**config.mk**
```make
export PLATFORM = sky130hd
export DESIGN_NAME = nnp_dist_pipe
export DESIGN_NICKNAME = d
export VERILOG_FILES = /design/src/rtl/nnp_pkg.sv /design/src/rtl/nnp_dist_pipe.sv
export SDC_FILE = /design/constraint.sdc
export NUM_CORES = 2
export LEC_CHECK = 0
export ABC_CLOCK_PERIOD_IN_PS = 19280
export BUFFER_PORTS_ARGS = -buffer_cell sky130_fd_sc_hd__buf_2
export CORE_MARGIN = 2
export CORE_UTILIZATION = 60
export CTS_CLUSTER_DIAMETER = 40
export CTS_CLUSTER_SIZE = 28
export DETAILED_ROUTE_END_ITERATION = 10
export PLACE_DENSITY = 0.79
export SLEW_MARGIN = 5
export SYNTH_ARGS = -nofsm -noshare
export SYNTH_HDL_FRONTEND = slang
export SYNTH_SLANG_ARGS = --single-unit
```
**constraint.sdc**
```tcl
create_clock -name clk -period 19.28 [get_ports clk]
set_input_delay 1.928 -clock clk [delete_from_list [all_inputs] [get_ports clk]]
set_output_delay 1.928 -clock clk [all_outputs]
set_load 0.02 [all_outputs]
```
**src/rtl/nnp_pkg.sv**
```systemverilog
package nnp_pkg;

	localparam int NODE_COUNT = 256;
	localparam int SLOT_W     = 8;
	// only slots reachable through the 8-bit slot field can ever hold a node
	localparam int SCAN_COUNT = (NODE_COUNT < (1 << SLOT_W)) ? NODE_COUNT : (1 << SLOT_W);
	localparam int ADDR_W     = (SCAN_COUNT > 1) ? $clog2(SCAN_COUNT) : 1;

	localparam int COORD_W = 20;
	localparam int MAG_W   = 20;
	localparam int SQ_W    = 2 * MAG_W;
	localparam int PL_W    = SQ_W + 1;
	localparam int DIST_W  = 42;

	localparam logic KIND_WRITE = 1'b0;
	localparam logic KIND_QUERY = 1'b1;

	typedef struct packed {
		logic signed [COORD_W-1:0] x;
		logic signed [COORD_W-1:0] y;
		logic signed [COORD_W-1:0] z;
	} pos_t;

	typedef struct packed {
		logic              vld;
		logic              last;
		logic [ADDR_W-1:0] idx;
	} tag_t;

	typedef struct packed {
		logic              vld;
		logic              last;
		logic              pass;
		logic [ADDR_W-1:0] idx;
		pos_t              pos;
		logic [PL_W-1:0]   pl;
		logic [DIST_W-1:0] sp;
	} cand_t;

	typedef struct packed {
		logic              found;
		logic [SLOT_W-1:0] slot;
		pos_t              pos;
		logic [DIST_W-1:0] pl;
		logic [DIST_W-1:0] sp;
	} res_t;

endpackage

```
**src/rtl/nnp_dist_pipe.sv**
```systemverilog
module nnp_dist_pipe (
	input  logic                       clk,
	input  logic                       arst_n,
	input  nnp_pkg::tag_t              tag_s1,
	input  nnp_pkg::pos_t              node_pos,
	input  logic                       node_valid,
	input  nnp_pkg::pos_t              query_pos,
	input  logic [nnp_pkg::SQ_W-1:0]   radius_sq,
	input  logic                       gate_off,
	output nnp_pkg::cand_t             cand
);

	function automatic logic [nnp_pkg::MAG_W-1:0] abs_diff(
		logic signed [nnp_pkg::COORD_W-1:0] a,
		logic signed [nnp_pkg::COORD_W-1:0] b
	);
		logic signed [nnp_pkg::COORD_W:0] d;
		d = (nnp_pkg::COORD_W+1)'(a) - (nnp_pkg::COORD_W+1)'(b);
		return d[nnp_pkg::COORD_W] ? nnp_pkg::MAG_W'(-d) : d[nnp_pkg::MAG_W-1:0];
	endfunction

	nnp_pkg::tag_t               tag_s2, tag_s3, tag_s4, tag_s5;
	nnp_pkg::pos_t               pos_s2, pos_s3, pos_s4, pos_s5;
	logic                        present_s2, present_s3;
	logic [nnp_pkg::MAG_W-1:0]   mx_s2, my_s2, mz_s2;
	logic [nnp_pkg::SQ_W-1:0]    sqx_s3, sqy_s3, sqz_s3, sqz_s4;
	logic [nnp_pkg::PL_W-1:0]    pl_s4, pl_s5;
	logic                        pass_s4, pass_s5;
	logic [nnp_pkg::DIST_W-1:0]  sp_s5;
	logic [nnp_pkg::PL_W-1:0]    pl_d;

	assign pl_d = nnp_pkg::PL_W'(sqx_s3) + nnp_pkg::PL_W'(sqy_s3);

	always_ff @(posedge clk or negedge arst_n) begin
		if (!arst_n) begin
			tag_s2 <= '0;
			tag_s3 <= '0;
			tag_s4 <= '0;
			tag_s5 <= '0;
		end else begin
			tag_s2 <= tag_s1;
			tag_s3 <= tag_s2;
			tag_s4 <= tag_s3;
			tag_s5 <= tag_s4;
		end
	end

	always_ff @(posedge clk) begin
		// s2: absolute differences
		pos_s2     <= node_pos;
		present_s2 <= node_valid;
		mx_s2      <= abs_diff(node_pos.x, query_pos.x);
		my_s2      <= abs_diff(node_pos.y, query_pos.y);
		mz_s2      <= abs_diff(node_pos.z, query_pos.z);
		// s3: squares
		pos_s3     <= pos_s2;
		present_s3 <= present_s2;
		sqx_s3     <= mx_s2 * mx_s2;
		sqy_s3     <= my_s2 * my_s2;
		sqz_s3     <= mz_s2 * mz_s2;
		// s4: planar sum and radius gate
		pos_s4     <= pos_s3;
		pl_s4      <= pl_d;
		sqz_s4     <= sqz_s3;
		pass_s4    <= present_s3 && (gate_off || (pl_d <= nnp_pkg::PL_W'(radius_sq)));
		// s5: spatial sum
		pos_s5     <= pos_s4;
		pl_s5      <= pl_s4;
		pass_s5    <= pass_s4;
		sp_s5      <= nnp_pkg::DIST_W'(pl_s4) + nnp_pkg::DIST_W'(sqz_s4);
	end

	always_comb begin
		cand.vld  = tag_s5.vld;
		cand.last = tag_s5.last;
		cand.idx  = tag_s5.idx;
		cand.pass = pass_s5;
		cand.pos  = pos_s5;
		cand.pl   = pl_s5;
		cand.sp   = sp_s5;
	end

endmodule

```
==> summary.md <==
| Metric | Value |
|---|---|
| Status | `finished, final reports clean` |
| Clk sinks | `624` |
| Hold Fails Final Rpt | `0` |
| Worst Path Arrival | `8.68 ns` |
| Die span in x | `309.1 microns` |
| Synth warnings | `0` |
| Placement row count | `111` |
| DP Wirelength | `104,300 microns` |
| Post-CTS setup repair buffer count | `0` |
| Routed Antenna Nets | `0` |
| Worst setup path startpoint | `my_s2[5]` |
| Reg2reg path depth | `23` |
| Full die area | `approximately 0.096 sq mm` |
| TNS Setup | `0 ns` |
| Clock skew | `0.07240 ns` |
| Worst Setup Path Type | `register to register` |
| CTS tree | `built` |
| Clock Tree Buf Depth | `3` |
| # port buffers | `327` |
| Area Growth Syn to Fin | `10.27%` |
| Filler cell count | `7,035` |
| Clock Tree Root | `clkbuf_16` |
| Synth Instances | `roughly 5,700` |
| Syn_area_per_cell | `approximately 10 sq um` |
| Area of the multi-input gates | `0.03821 sq mm` |
| CP endpoint kind | `register` |
| Worst setup endpoint | `sqy_s3[38]` |
| First-pass GRT wire length | `210,900 microns` |
| Max-cap check violation count | `0` |
| Top FF cell, synth | `dfxtp_1` |
| Mapped Nets | `approximately 7,300` |
| Top-level port count | `328` |
| Synth unique cells | `just over 90` |
| Vias post-DR | `39,370` |
| Synth area leader | `fa_1` |
| Launching point of the worst reg2reg path | `my_s2[5]` |
| Initial antenna violation count | `5` |
| TritonRoute pass-1 iters | `8` |
| DRC viols | `0` |
| Final min period | `about 8.1 ns` |
| Slew HR | `27.18%` |
| Final period utilization | `42.25%` |
| Routability cong. | `0.9661` |
| Largest net degree at the start of global routing | `41` |
| Synth async-reset ratio | `between 6 and 7%` |
| Setup slack, reg-to-reg | `11.13 ns` |
| Vias in the first global route | `42,280` |
| Worst Tran Pin Value | `~1.1 ns` |
| Core Area | `between 0.09 and 0.1 sq mm` |
| Nets | `approximately 7,600` |
| Register area share after synthesis | `22.73%` |
| Achievable Freq | `122.8 MHz` |
| Synth top area cells | `fa_1, dfxtp_1, ha_1, inv_1, xnor2_1` |
| WP data required | `between 15 and 20 ns` |
| GR Overflow Total | `0` |
| Initial Util | `60.73%` |
| EDFF count, synth | `0` |
| Worst-Skew Late Latency | `0.71 ns` |
| Layout cells sized above 1 | `8.882%` |
| Top-area cell type share of the netlist area | `30.15%` |
| Wirelength per Cell | `17.60 microns` |
| Maximum fanout along the worst path | `18` |
| Unrepaired setup endpoints after global routing | `no` |
| H-tree lvl count | `3` |
| Total CTS buffers | `77` |
| Endpoints failing setup | `0` |
| Die Y | `just over 300 microns` |
| Critical R2R Capture | `sqy_s3[38]` |
| Slew Limit Fails | `0` |
| Post-CTS Resized | `0` |
| Hold buffers post-CTS | `0` |
| Vias per cell | `5.426` |
| Clock transition at the registers of the reported paths | `around 0.070 ns` |
| All-layer global routing usage | `about 28%` |
| Synthesis-stage register bit count | `624` |
| CP Launch Type | `register` |
| Drt initial violations | `2,697` |
| Mapped cell area | `0.05584 sq mm` |
| WL final | `127,700 microns` |
| Register Area | `0.01269 sq mm` |
| Hold/Removal Path Class | `register to register` |
[worst min path at each step]
stage	startpoint	to	slack [ns]	depth (start not counted)
6_report	pos_s3[40]	pos_s4[40]	0.31	0
3_3_place_gp	pos_s2[27]	pos_s3[27]	0.31	0
3_5_place_dp	pos_s4[10]	cand[93]	0.31	0
2_1_floorplan	pos_s4[17]	cand[100]	0.31	0
5_1_grt	sqz_s3[10]	sqz_s4[10]	0.31	0
4_1_cts	sqz_s3[8]	sqz_s4[8]	0.31	0
[cell usage after synthesis, types with 12 or more instances]
| library cell | n |
|---|---|
| a211oi_1 | 20 |
| a21o_1 | 108 |
| a21oi_1 | 206 |
| a31oi_1 | 18 |
| and2_1 | 217 |
| and3_1 | 20 |
| clkbuf_1 | 123 |
| dfrtp_1 | 40 |
| dfxtp_1 | 584 |
| fa_1 | 841 |
| ha_1 | 638 |
| inv_1 | 1178 |
| nand2_1 | 478 |
| nand2b_1 | 32 |
| nand3_1 | 47 |
| nand4_1 | 23 |
| nor2_1 | 212 |
| nor2b_1 | 55 |
| nor3_1 | 57 |
| o21a_1 | 52 |
| o21ai_0 | 125 |
| o21bai_1 | 27 |
| o31ai_1 | 16 |
| or2_2 | 15 |
| or3_1 | 12 |
| xnor2_1 | 208 |
| xor2_1 | 102 |
[layout make-up]
| type | count | area share, % |
|---|---|---|
| Multi-Input combinational cell | 3726 | 62.06 |
| Inverter | 1178 | 7.181 |
| Tap cell | 1243 | 2.526 |
| Timing Repair Buffer | 341 | 2.829 |
| Antenna cell | 2 | 0.008128 |
| Clock inverter | 52 | 1.439 |
| Clock buffer | 91 | 3.345 |
| Sequential cell | 624 | 20.61 |
[routing by layer]
metal	routed length (microns)	track usage (%)	share of wire [%]
met5	13	0	0.010
met1	51560	35.43	40
met2	61390	47.22	48
met3	10070	5.570	7.9
met4	4689	10.34	3.7
[worst max-delay path: stages, from the launching register on]
cell       delay [ns]
dfxtp_1          0.79
inv_1            0.28
nor2_1           0.29
fa_1             0.45
inv_1            0.09
fa_1             0.42
fa_1             0.54
inv_1            0.06
fa_1             0.55
fa_1             0.43
fa_1             0.52
fa_1             0.42
ha_1             0.35
a21oi_1          0.17
o21ai_0          0.14
a2111oi_0        0.80
o31ai_1          0.15
a31oi_1          0.36
o31a_1           0.21
nor3_1           0.09
or4_1            0.51
a21oi_1          0.14
o21bai_1         0.09
xor2_1           0.14
[cells in the final DEF, fill, tap and decap left out, types with 27 or more instances in the layout]
cell	netlist	layout
ha_1	638	638
nor2_1	212	212
xor2_1	102	102
o21a_1	52	52
dfrtp_1	40	40
buf_2	0	327
a21o_1	108	108
inv_1	1178	1178
a21oi_1	206	206
and2_1	217	217
fa_1	841	841
nand2_1	478	478
xnor2_1	208	208
clkbuf_16	0	77
o21bai_1	27	27
nor3_1	57	57
nand2b_1	32	32
nand3_1	47	47
o21ai_0	125	125
dfxtp_1	584	584
nor2b_1	55	55
[per-stage QoR]
stage	cells	util, %	hold slack, ns	instance area [sq um]	worst slack (ns)
floorplan	5657	-	0.3096	55840	11.99
global placement	7112	63.76	0.3098	58620	11.32
detailed placement	7112	63.76	0.3121	58620	11.14
CTS	7255	66.97	0.3133	61570	11.14
global route	7255	66.97	0.3089	61570	10.66
finish	7257	66.97	0.3056	61570	11.13
[registers in the layout, summed over array words and instances, names as in the netlist]
register and count:
mz_s2 20, present_s3 1, sqy_s3 39, tag_s3 10
tag_s2 10, pos_s4 60, pass_s4 1, sqx_s3 39
pass_s5 1, sqz_s3 39, sqz_s4 39, pos_s3 60
pos_s2 60, mx_s2 20, sp_s5 42, pl_s5 41
pl_s4 41, tag_s4 10, my_s2 20, present_s2 1
cand 70
[kinds of logic after synthesis]
group                    count (synthesis)  share of synthesized area, %
XOR/XNOR                               310                         4.863
flip-flops                             624                         22.73
buffers and inverters                 1307                         8.833
AND/OR/NAND/NOR                       1214                         10.45
adder cells (fa/ha/maj)               1480                         44.47
AO/OA/AOI/OAI                          709                         8.403
multiplexers                            13                        0.2532
Power is left out: the tool's default activity adds up to more than one toggle a clock period on the data nets, which glitch-free logic cannot reach.
