**config.mk**
```make
export PLATFORM = sky130hd
export DESIGN_NAME = nnp_best_sel
export DESIGN_NICKNAME = d
export VERILOG_FILES = /design/src/rtl/nnp_pkg.sv /design/src/rtl/nnp_best_sel.sv
export SDC_FILE = /design/constraint.sdc
export NUM_CORES = 1
export LEC_CHECK = 0
export ABC_CLOCK_PERIOD_IN_PS = 6850
export BUFFER_PORTS_ARGS = -buffer_cell sky130_fd_sc_hd__buf_4
export CAP_MARGIN = 5
export CORE_ASPECT_RATIO = 2
export CORE_MARGIN = 5
export CORE_UTILIZATION = 28
export CTS_BUF_LIST = sky130_fd_sc_hd__clkbuf_16
export DETAILED_ROUTE_END_ITERATION = 8
export PLACE_DENSITY = 0.57
export SYNTH_ARGS = -nofsm -noshare
export SYNTH_HDL_FRONTEND = slang
export SYNTH_SLANG_ARGS = --single-unit
```
**constraint.sdc**
```tcl
create_clock -name clk -period 6.85 [get_ports clk]
set_input_delay 0.685 -clock clk [delete_from_list [all_inputs] [get_ports clk]]
set_output_delay 0.685 -clock clk [all_outputs]
set_load 0.03 [all_outputs]
```
**src/rtl/nnp_pkg.sv**
```systemverilog
package nnp_pkg;

	localparam int NODE_COUNT = 256;
	localparam int SLOT_W     = 8;
	// only slots reachable through the 8-bit slot field can ever hold a node
	localparam int SCAN_COUNT = (NODE_COUNT < (1 << SLOT_W)) ? NODE_COUNT : (1 << SLOT_W);
	localparam int ADDR_W     = (SCAN_COUNT > 1) ? $clog2(SCAN_COUNT) : 1;

	localparam int COORD_W = 20;
	localparam int MAG_W   = 20;
	localparam int SQ_W    = 2 * MAG_W;
	localparam int PL_W    = SQ_W + 1;
	localparam int DIST_W  = 42;

	localparam logic KIND_WRITE = 1'b0;
	localparam logic KIND_QUERY = 1'b1;

	typedef struct packed {
		logic signed [COORD_W-1:0] x;
		logic signed [COORD_W-1:0] y;
		logic signed [COORD_W-1:0] z;
	} pos_t;

	typedef struct packed {
		logic              vld;
		logic              last;
		logic [ADDR_W-1:0] idx;
	} tag_t;

	typedef struct packed {
		logic              vld;
		logic              last;
		logic              pass;
		logic [ADDR_W-1:0] idx;
		pos_t              pos;
		logic [PL_W-1:0]   pl;
		logic [DIST_W-1:0] sp;
	} cand_t;

	typedef struct packed {
		logic              found;
		logic [SLOT_W-1:0] slot;
		pos_t              pos;
		logic [DIST_W-1:0] pl;
		logic [DIST_W-1:0] sp;
	} res_t;

endpackage

```
**src/rtl/nnp_best_sel.sv**
```systemverilog
module nnp_best_sel (
	input  logic           clk,
	input  logic           arst_n,
	input  logic           start,
	input  nnp_pkg::cand_t cand,
	output nnp_pkg::res_t  res,
	output logic           done
);

	logic                        found_q;
	logic [nnp_pkg::ADDR_W-1:0]  idx_q;
	nnp_pkg::pos_t               pos_q;
	logic [nnp_pkg::PL_W-1:0]    pl_q;
	logic [nnp_pkg::DIST_W-1:0]  sp_q;
	logic                        done_q;
	logic                        better;

	// scan runs upwards, so a strict win keeps the lowest index on a full tie
	assign better = cand.vld && cand.pass &&
		(!found_q || (cand.sp < sp_q) || ((cand.sp == sp_q) && (cand.pl < pl_q)));

	always_ff @(posedge clk or negedge arst_n) begin
		if (!arst_n) begin
			found_q <= 1'b0;
			idx_q   <= '0;
			pos_q   <= '0;
			pl_q    <= '0;
			sp_q    <= '0;
			done_q  <= 1'b0;
		end else begin
			done_q <= cand.vld && cand.last;
			if (start) begin
				found_q <= 1'b0;
				idx_q   <= '0;
				pos_q   <= '0;
				pl_q    <= '0;
				sp_q    <= '0;
			end else if (better) begin
				found_q <= 1'b1;
				idx_q   <= cand.idx;
				pos_q   <= cand.pos;
				pl_q    <= cand.pl;
				sp_q    <= cand.sp;
			end
		end
	end

	always_comb begin
		res.found = found_q;
		res.slot  = nnp_pkg::SLOT_W'(idx_q);
		res.pos   = pos_q;
		res.pl    = nnp_pkg::DIST_W'(pl_q);
		res.sp    = sp_q;
	end

	assign done = done_q;

endmodule

```
==> results.md, run 1 <==
- Port bufs: a little over 300
- Postcts setup bufs: 0
- Commonest non-fill, non-tap cell in the layout: buf_4
- Clock slew at reported path FFs: 70 ps
- GRT Residual Overflow: 0
- Distinct cells, synth: 39
- Req. time, crit path: about 7200 ps
- Residual DRC: 0
- Synthesized Nets: 876
- IO Pins: just over 300
- R2r worst-path depth: 10
- Die area: just over 30000 um^2
- Ys async rst share: 100%
- P per Cell Area: 233 nW/um^2
- Pre-antenna DRT Iters: 4
- CTS resizes: 0
- Sequential cell area: about 3800 um^2
- Core area: between 20000 and 30000 um^2
- Fin. Hold Viols: 0
- Fin. max-slew vios: 0
- Number of enable flip-flop cells after synthesis: 0
- Post-Place Cells: around 1300
- Hold Buf Count CTS: 0
- Multi-input combinational cell area: 3140 um^2
- Worst Path Max Fanout: 95
- Hold WS: about 320 ps
- Worst Setup End Kind: flip-flop
- Slew @ Worst Pin: approximately 1200 ps
- Post-synthesis cell count: between 600 and 700
- CTS root buffer: clkbuf_16
- CP Class: flip-flop to flip-flop
- Die H: roughly 240 um
- Commonest cells after routing, fill and taps aside: buf_4 (312), dfrtp_1 (153), a22o_1 (151)
- Die Wd: around 130 um
- Clk sinks: 153
- Non-Filler Instances: approximately 1300
- Max-Slew Margin vs Limit: between 10% and 20%
- Max VDD drop: 0.161 mV
- First-pass GRT wire length: between 30 and 40 mm
- Avg Cell Area, Syn: about 12 um^2
- Ys Warns: 0
- LEAKAGE: between 0.005 and 0.006 uW
- Status: finished clean
- Final period util: between 70% and 80%
- Pin count of the biggest net entering global routing: 96
- Starting Density: about 28%
- Initial antenna violation count: 0
- Setup TNS: 0 ps
- Fill cells: around 2600
- Post-synthesis sequential area ratio: a little over 50%
- Synthesized flop and latch total: roughly 150
- Top_reg_cell synth: dfrtp_1
- DR iter-0 viols: between 150 and 200
- Antenna viol nets, final: 0
- Worst hold path type: input pin to asynchronous set/reset pin
- Vias in the first global route: ~6500
- Min Tclk post-route: between 4000 and 5000 ps
- RSZ-0062 raised after global routing: no
- Share of layout cells above drive strength 1: ~37%
- Clock skew: ~16 ps
- Maximum root-to-sink buffer count: 2
- Final setup vio count: 0
- Area Growth Syn to Fin: 43.1%
- Routed via count: ~6300
- Ant. Diodes: 0
- Skew-Pair Late Insertion Delay: roughly 440 ps
- Number of CTS-inserted buffers: 17
- Mapped Area: roughly 7500 um^2
- Wire length per cell: 18.6 um
- F_max: 0.207 GHz
- Worst EP arrival: about 5200 ps
- Vias per cell: about 5
- Hpwl dp: between 15 and 20 mm
- Gp weighted congestion: ~0.76
- Cell row count: 84
- Max-cap violations: 0
- GR Util All Layers: approximately 16%
- WL final: around 24 mm
- Worst setup SP type: flip-flop
- Nets: ~1200
- TritonCTS clock tree: built
- H-tree depth: 4
[per-layer routing]
| layer | global-route usage [%] | part of all wire [%] | vias to the layer above |
|---|---|---|---|
| met4 | 6.68 | 2.5 | 0 |
| met2 | 29.2 | 56 | 191 |
| met3 | 4.16 | 5.3 | 29 |
| met5 | 0 | 0 | - |
| li1 | - | - | 2944 |
| met1 | 16.4 | 36 | 3122 |
[power by group]
group | total (uW) | switching (uW) | leakage [uW] | internal, uW
logic | 485 | 279 | 0.00303 | 206
clock network | 1020 | 408 | 0.000306 | 611
registers | 987 | 35.2 | 0.00208 | 952
total | 2490 | 722 | 0.00541 | 1770
[cell usage after synthesis, types with 2 or more instances]
library cell	n	area, um^2
and4_1	5	43.8
inv_1	84	315
a211oi_1	2	15.0
nand4_1	13	81.3
or4_1	2	15.0
a221oi_1	3	26.3
dfrtp_1	153	3830
a21oi_1	29	145
o21ai_0	12	60.1
a22o_1	151	1320
buf_2	12	60.1
nor3b_1	2	15.0
o31a_1	2	17.5
nand2_1	19	71.3
nor2_1	8	30.0
buf_4	11	82.6
ha_1	82	1030
a21o_1	6	45.0
nor2b_1	3	18.8
clkbuf_1	12	45.0
nand3_1	6	30.0
nand2b_1	3	18.8
[worst paths after layout]
check                         start       end  slack, ps
hold reg to reg            res[107]  res[107]        500
hold / removal               arst_n  pl_q[12]        320
min in group clk              start   found_q        450
setup / recovery           sp_q[37]  res[122]       2020
setup reg to reg           sp_q[37]  res[122]       2020
max in group asynchronous    arst_n  res[124]       5110
[critical path, cell delays in order (launching register included)]
cell	delay (ps)
dfrtp_1	370
inv_1	50
ha_1	310
nand4_1	190
or4_1	610
nor4_2	350
o2111ai_1	220
a311oi_2	360
o31a_2	1000
buf_4	920
a22o_1	250
[stage by stage]
step / cell area [um^2] / power, uW / utilization (%) / setup WS (ps)
6_report: 10700 / 2490 / 40.7 / 2020
5_1_grt: 10700 / 2610 / 40.7 / 1550
4_1_cts: 10700 / 2540 / 40.7 / 1880
3_5_place_dp: 10100 / 1500 / 38.3 / 1530
3_3_place_gp: 10100 / 1490 / 38.3 / 1690
2_1_floorplan: 7470 / 1260 / - / 3700
[cells by family after synthesis]
family,after synthesis,synth area share [%]
adders and majority gates,82,13.7
and+or+nand+nor,66,4.82
AOI/OAI and AO/OA,216,23.4
other,1,0.0502
DFF,153,51.3
buffers and inverters,119,6.73
[layout make-up]
type | count | share of cell area (%)
clock buffers | 17 | 3.98
clock inverters | 15 | 1.86
flip-flops and latches | 153 | 35.8
multi-input cells | 365 | 29.4
well taps | 344 | 4.03
repair buffers | 313 | 22.0
inverters | 84 | 2.95
[state kept, by name (all words and copies together), names as in the netlist]
register  flops
idx_q         8
done          1
res          60
pl_q         41
sp_q         42
found_q       1
Power figures use the tool's default switching activity.
==> run 2, diff against run 1 <==
--- a/config.mk
+++ b/config.mk
@@ -5,7 +5,7 @@
 export SDC_FILE = /design/constraint.sdc
 export NUM_CORES = 1
 export LEC_CHECK = 0
-export ABC_CLOCK_PERIOD_IN_PS = 6850
+export ABC_CLOCK_PERIOD_IN_PS = 4900
 export BUFFER_PORTS_ARGS = -buffer_cell sky130_fd_sc_hd__buf_4
 export CAP_MARGIN = 5
 export CORE_ASPECT_RATIO = 2
==> constraint.sdc (replaced) <==
create_clock -name clk -period 4.9 [get_ports clk]
set_input_delay 0.49 -clock clk [delete_from_list [all_inputs] [get_ports clk]]
set_output_delay 0.49 -clock clk [all_outputs]
set_load 0.03 [all_outputs]
==> run 2 against run 1 <==
  * Register-to-register slack got worse by 910 ps
  * Die area unchanged
  * Clock skew decreased by 7.4 ps
  * Wire length increased by 0.79%
  * Core utilization increased by 0.20 points
  * Worst setup slack got worse by 910 ps
  * Global-route usage increased by 0.15 points
  * Clock power increased by 39%
  * Highest routed layer unchanged
==> results.md, run 2 (same netlist as run 1, synthesis figures left out) <==
- Final period util: 77.4% (+6.8 points)
- CP Class: flip-flop to flip-flop
- Die area: 30200 um^2 (unchanged)
- NetSw: 1010 uW (+40%)
- Max-Slew Margin vs Limit: 35.0% (+18 points)
- Hold WS: 41.6 ps (-282 ps)
- Post-Place Cells: 1261 (+0.16%)
- Cell row count: 84 (unchanged)
- CTS resizes: 0 (unchanged)
- Fin. Hold Viols: 0 (unchanged)
- Post-Route Utilization: 40.9% (+0.20 points)
- Starting Density: 28.4% (unchanged)
- Clk sinks: 153 (unchanged)
- Worst Path Max Fanout: 84 (-12%)
- Gp weighted congestion: 0.780 (+2.0%)
- Wire length per cell: 18.8 um (+0.63%)
- Worst setup SP type: flip-flop
- Clock slew at reported path FFs: 60 ps (about the same)
- Clock Power Share: 40.8% (about the same)
- Pin count of the biggest net entering global routing: 91 (-5.2%)
- Slew @ Worst Pin: 976 ps (-273 ps)
- GRT Residual Overflow: 0 (unchanged)
- Maximum root-to-sink buffer count: 2 (unchanged)
- Req. time, crit path: 5270 ps (-1960 ps)
- Vias per cell: 4.82 (-1.0%)
- WL final: 24.3 mm (+0.79%)
- LEAKAGE: 0.00544 uW (+0.48%)
- Commonest non-fill, non-tap cell in the layout: buf_4
- Non-Filler Instances: 1293 (+0.15%)
- Postcts setup bufs: 0 (unchanged)
- DR iter-0 viols: 213 (+13%)
- Commonest cells after routing, fill and taps aside: buf_4 (311), dfrtp_1 (153), a22o_1 (151)
- Port bufs: 309 (unchanged)
- Vias in the first global route: 6530 (unchanged)
- Antenna viol nets, final: 0 (unchanged)
- Share of layout cells above drive strength 1: 36.7% (+0.13 points)
- P per Cell Area: 325 nW/um^2 (+39%)
- H-tree depth: 4 (unchanged)
- CTS root buffer: clkbuf_16
- Pre-antenna DRT Iters: 6 (+2)
- Status: finished clean
- Worst Setup End Kind: flip-flop
- TritonCTS clock tree: built
- Routed via count: 6233 (-0.84%)
- Hold Buf Count CTS: 0 (unchanged)
- IO Pins: 311 (unchanged)
- Area Growth Syn to Fin: 43.8%
- Initial antenna violation count: 0 (unchanged)
- Residual DRC: 0 (unchanged)
- Max VDD drop: 0.230 mV (+43%)
- Number of CTS-inserted buffers: 17 (unchanged)
- Die H: 241 um (unchanged)
- Setup TNS: 0 ps (unchanged)
- Nets: 1175 (+0.17%)
- Ant. Diodes: 0 (unchanged)
- Comb pwr share: 19.6% (about the same)
- Sw Share: 28.9% (-0.076 points)
- Max-cap violations: 0 (unchanged)
- Clock skew: 8.92 ps (-7.37 ps)
- RSZ-0062 raised after global routing: no
- Worst hold path type: input pin to asynchronous set/reset pin
- GR Util All Layers: 15.8% (+0.15 points)
- F_max: 0.264 GHz (+28%)
- Min Tclk post-route: 3790 ps (-1040 ps)
- Sequential Power Share: 39.6% (about the same)
- Fin. max-slew vios: 0 (unchanged)
- Die Wd: 125 um (unchanged)
- Core area: 26300 um^2 (unchanged)
- Skew-Pair Late Insertion Delay: 440 ps (about the same)
- Hpwl dp: 18.4 mm (+1.7%)
- Worst EP arrival: 4160 ps (-1050 ps)
- Internal Power: 2480 uW (+40%)
- Max reg flops: 60 (unchanged)
- Final setup vio count: 0 (unchanged)
- First-pass GRT wire length: 37.0 mm (+1.0%)
-- run 2: power by group through the flow --
stage / sequential [uW] / clock (uW) / combinational, uW
3_5_place_dp: 1400 / 0 / 698
3_3_place_gp: 1400 / 0 / 692
4_1_cts: 1380 / 1470 / 699
2_1_floorplan: 1530 / 0 / 232
5_1_grt: 1390 / 1510 / 750
6_report: 1380 / 1420 / 685
-- run 2: worst paths after layout --
kind,slack [ps],endpoint,from,depth (start not counted)
max in group asynchronous,3900,sp_q[41],arst_n,2
min reg2reg,510,res[115],res[115],1
max reg2reg,1110,res[122],sp_q[37],10
min in group clk,250,found_q,start,2
min,40,res[87],arst_n,1
max,1110,res[122],sp_q[37],10
-- run 2: per-layer routing --
layer | vias up | GRT usage, % | routed length [um] | part of all wire, %
met3 | 32 | 4.30 | 1350 | 5.6
met2 | 194 | 29.6 | 13700 | 56
met1 | 3061 | 16.6 | 8590 | 35
li1 | 2946 | - | - | -
met4 | 0 | 6.28 | 651 | 2.7
met5 | - | 0 | 0 | 0
-- run 2: final cells by class --
class | instances | area, um^2
inverter | 84 | 315
fill | 2637 | 15500
clock inverter | 15 | 198
clock buffer | 17 | 425
sequential | 153 | 3830
timing repair buffer | 315 | 2410
multi-input combinational | 365 | 3140
tap | 344 | 430
-- run 2: per-stage QoR --
stage               total power (uW)  setup WS (ps)  area, um^2
finish                          3490           1110       10700
global route                    3650            816       10700
CTS                             3550           1010       10700
detailed placement              2100            829       10100
global placement                2090           1030       10100
floorplan                       1760           1850        7470
-- run 2: critical path: stages (launching register included) --
cell and delay, ps:
dfrtp_1 380, inv_1 50, ha_1 300, nand4_1 190, or4_1 620, nor4_2 370
o2111ai_1 210, a311oi_2 370, o31a_2 190, buf_4 660, a22o_1 250
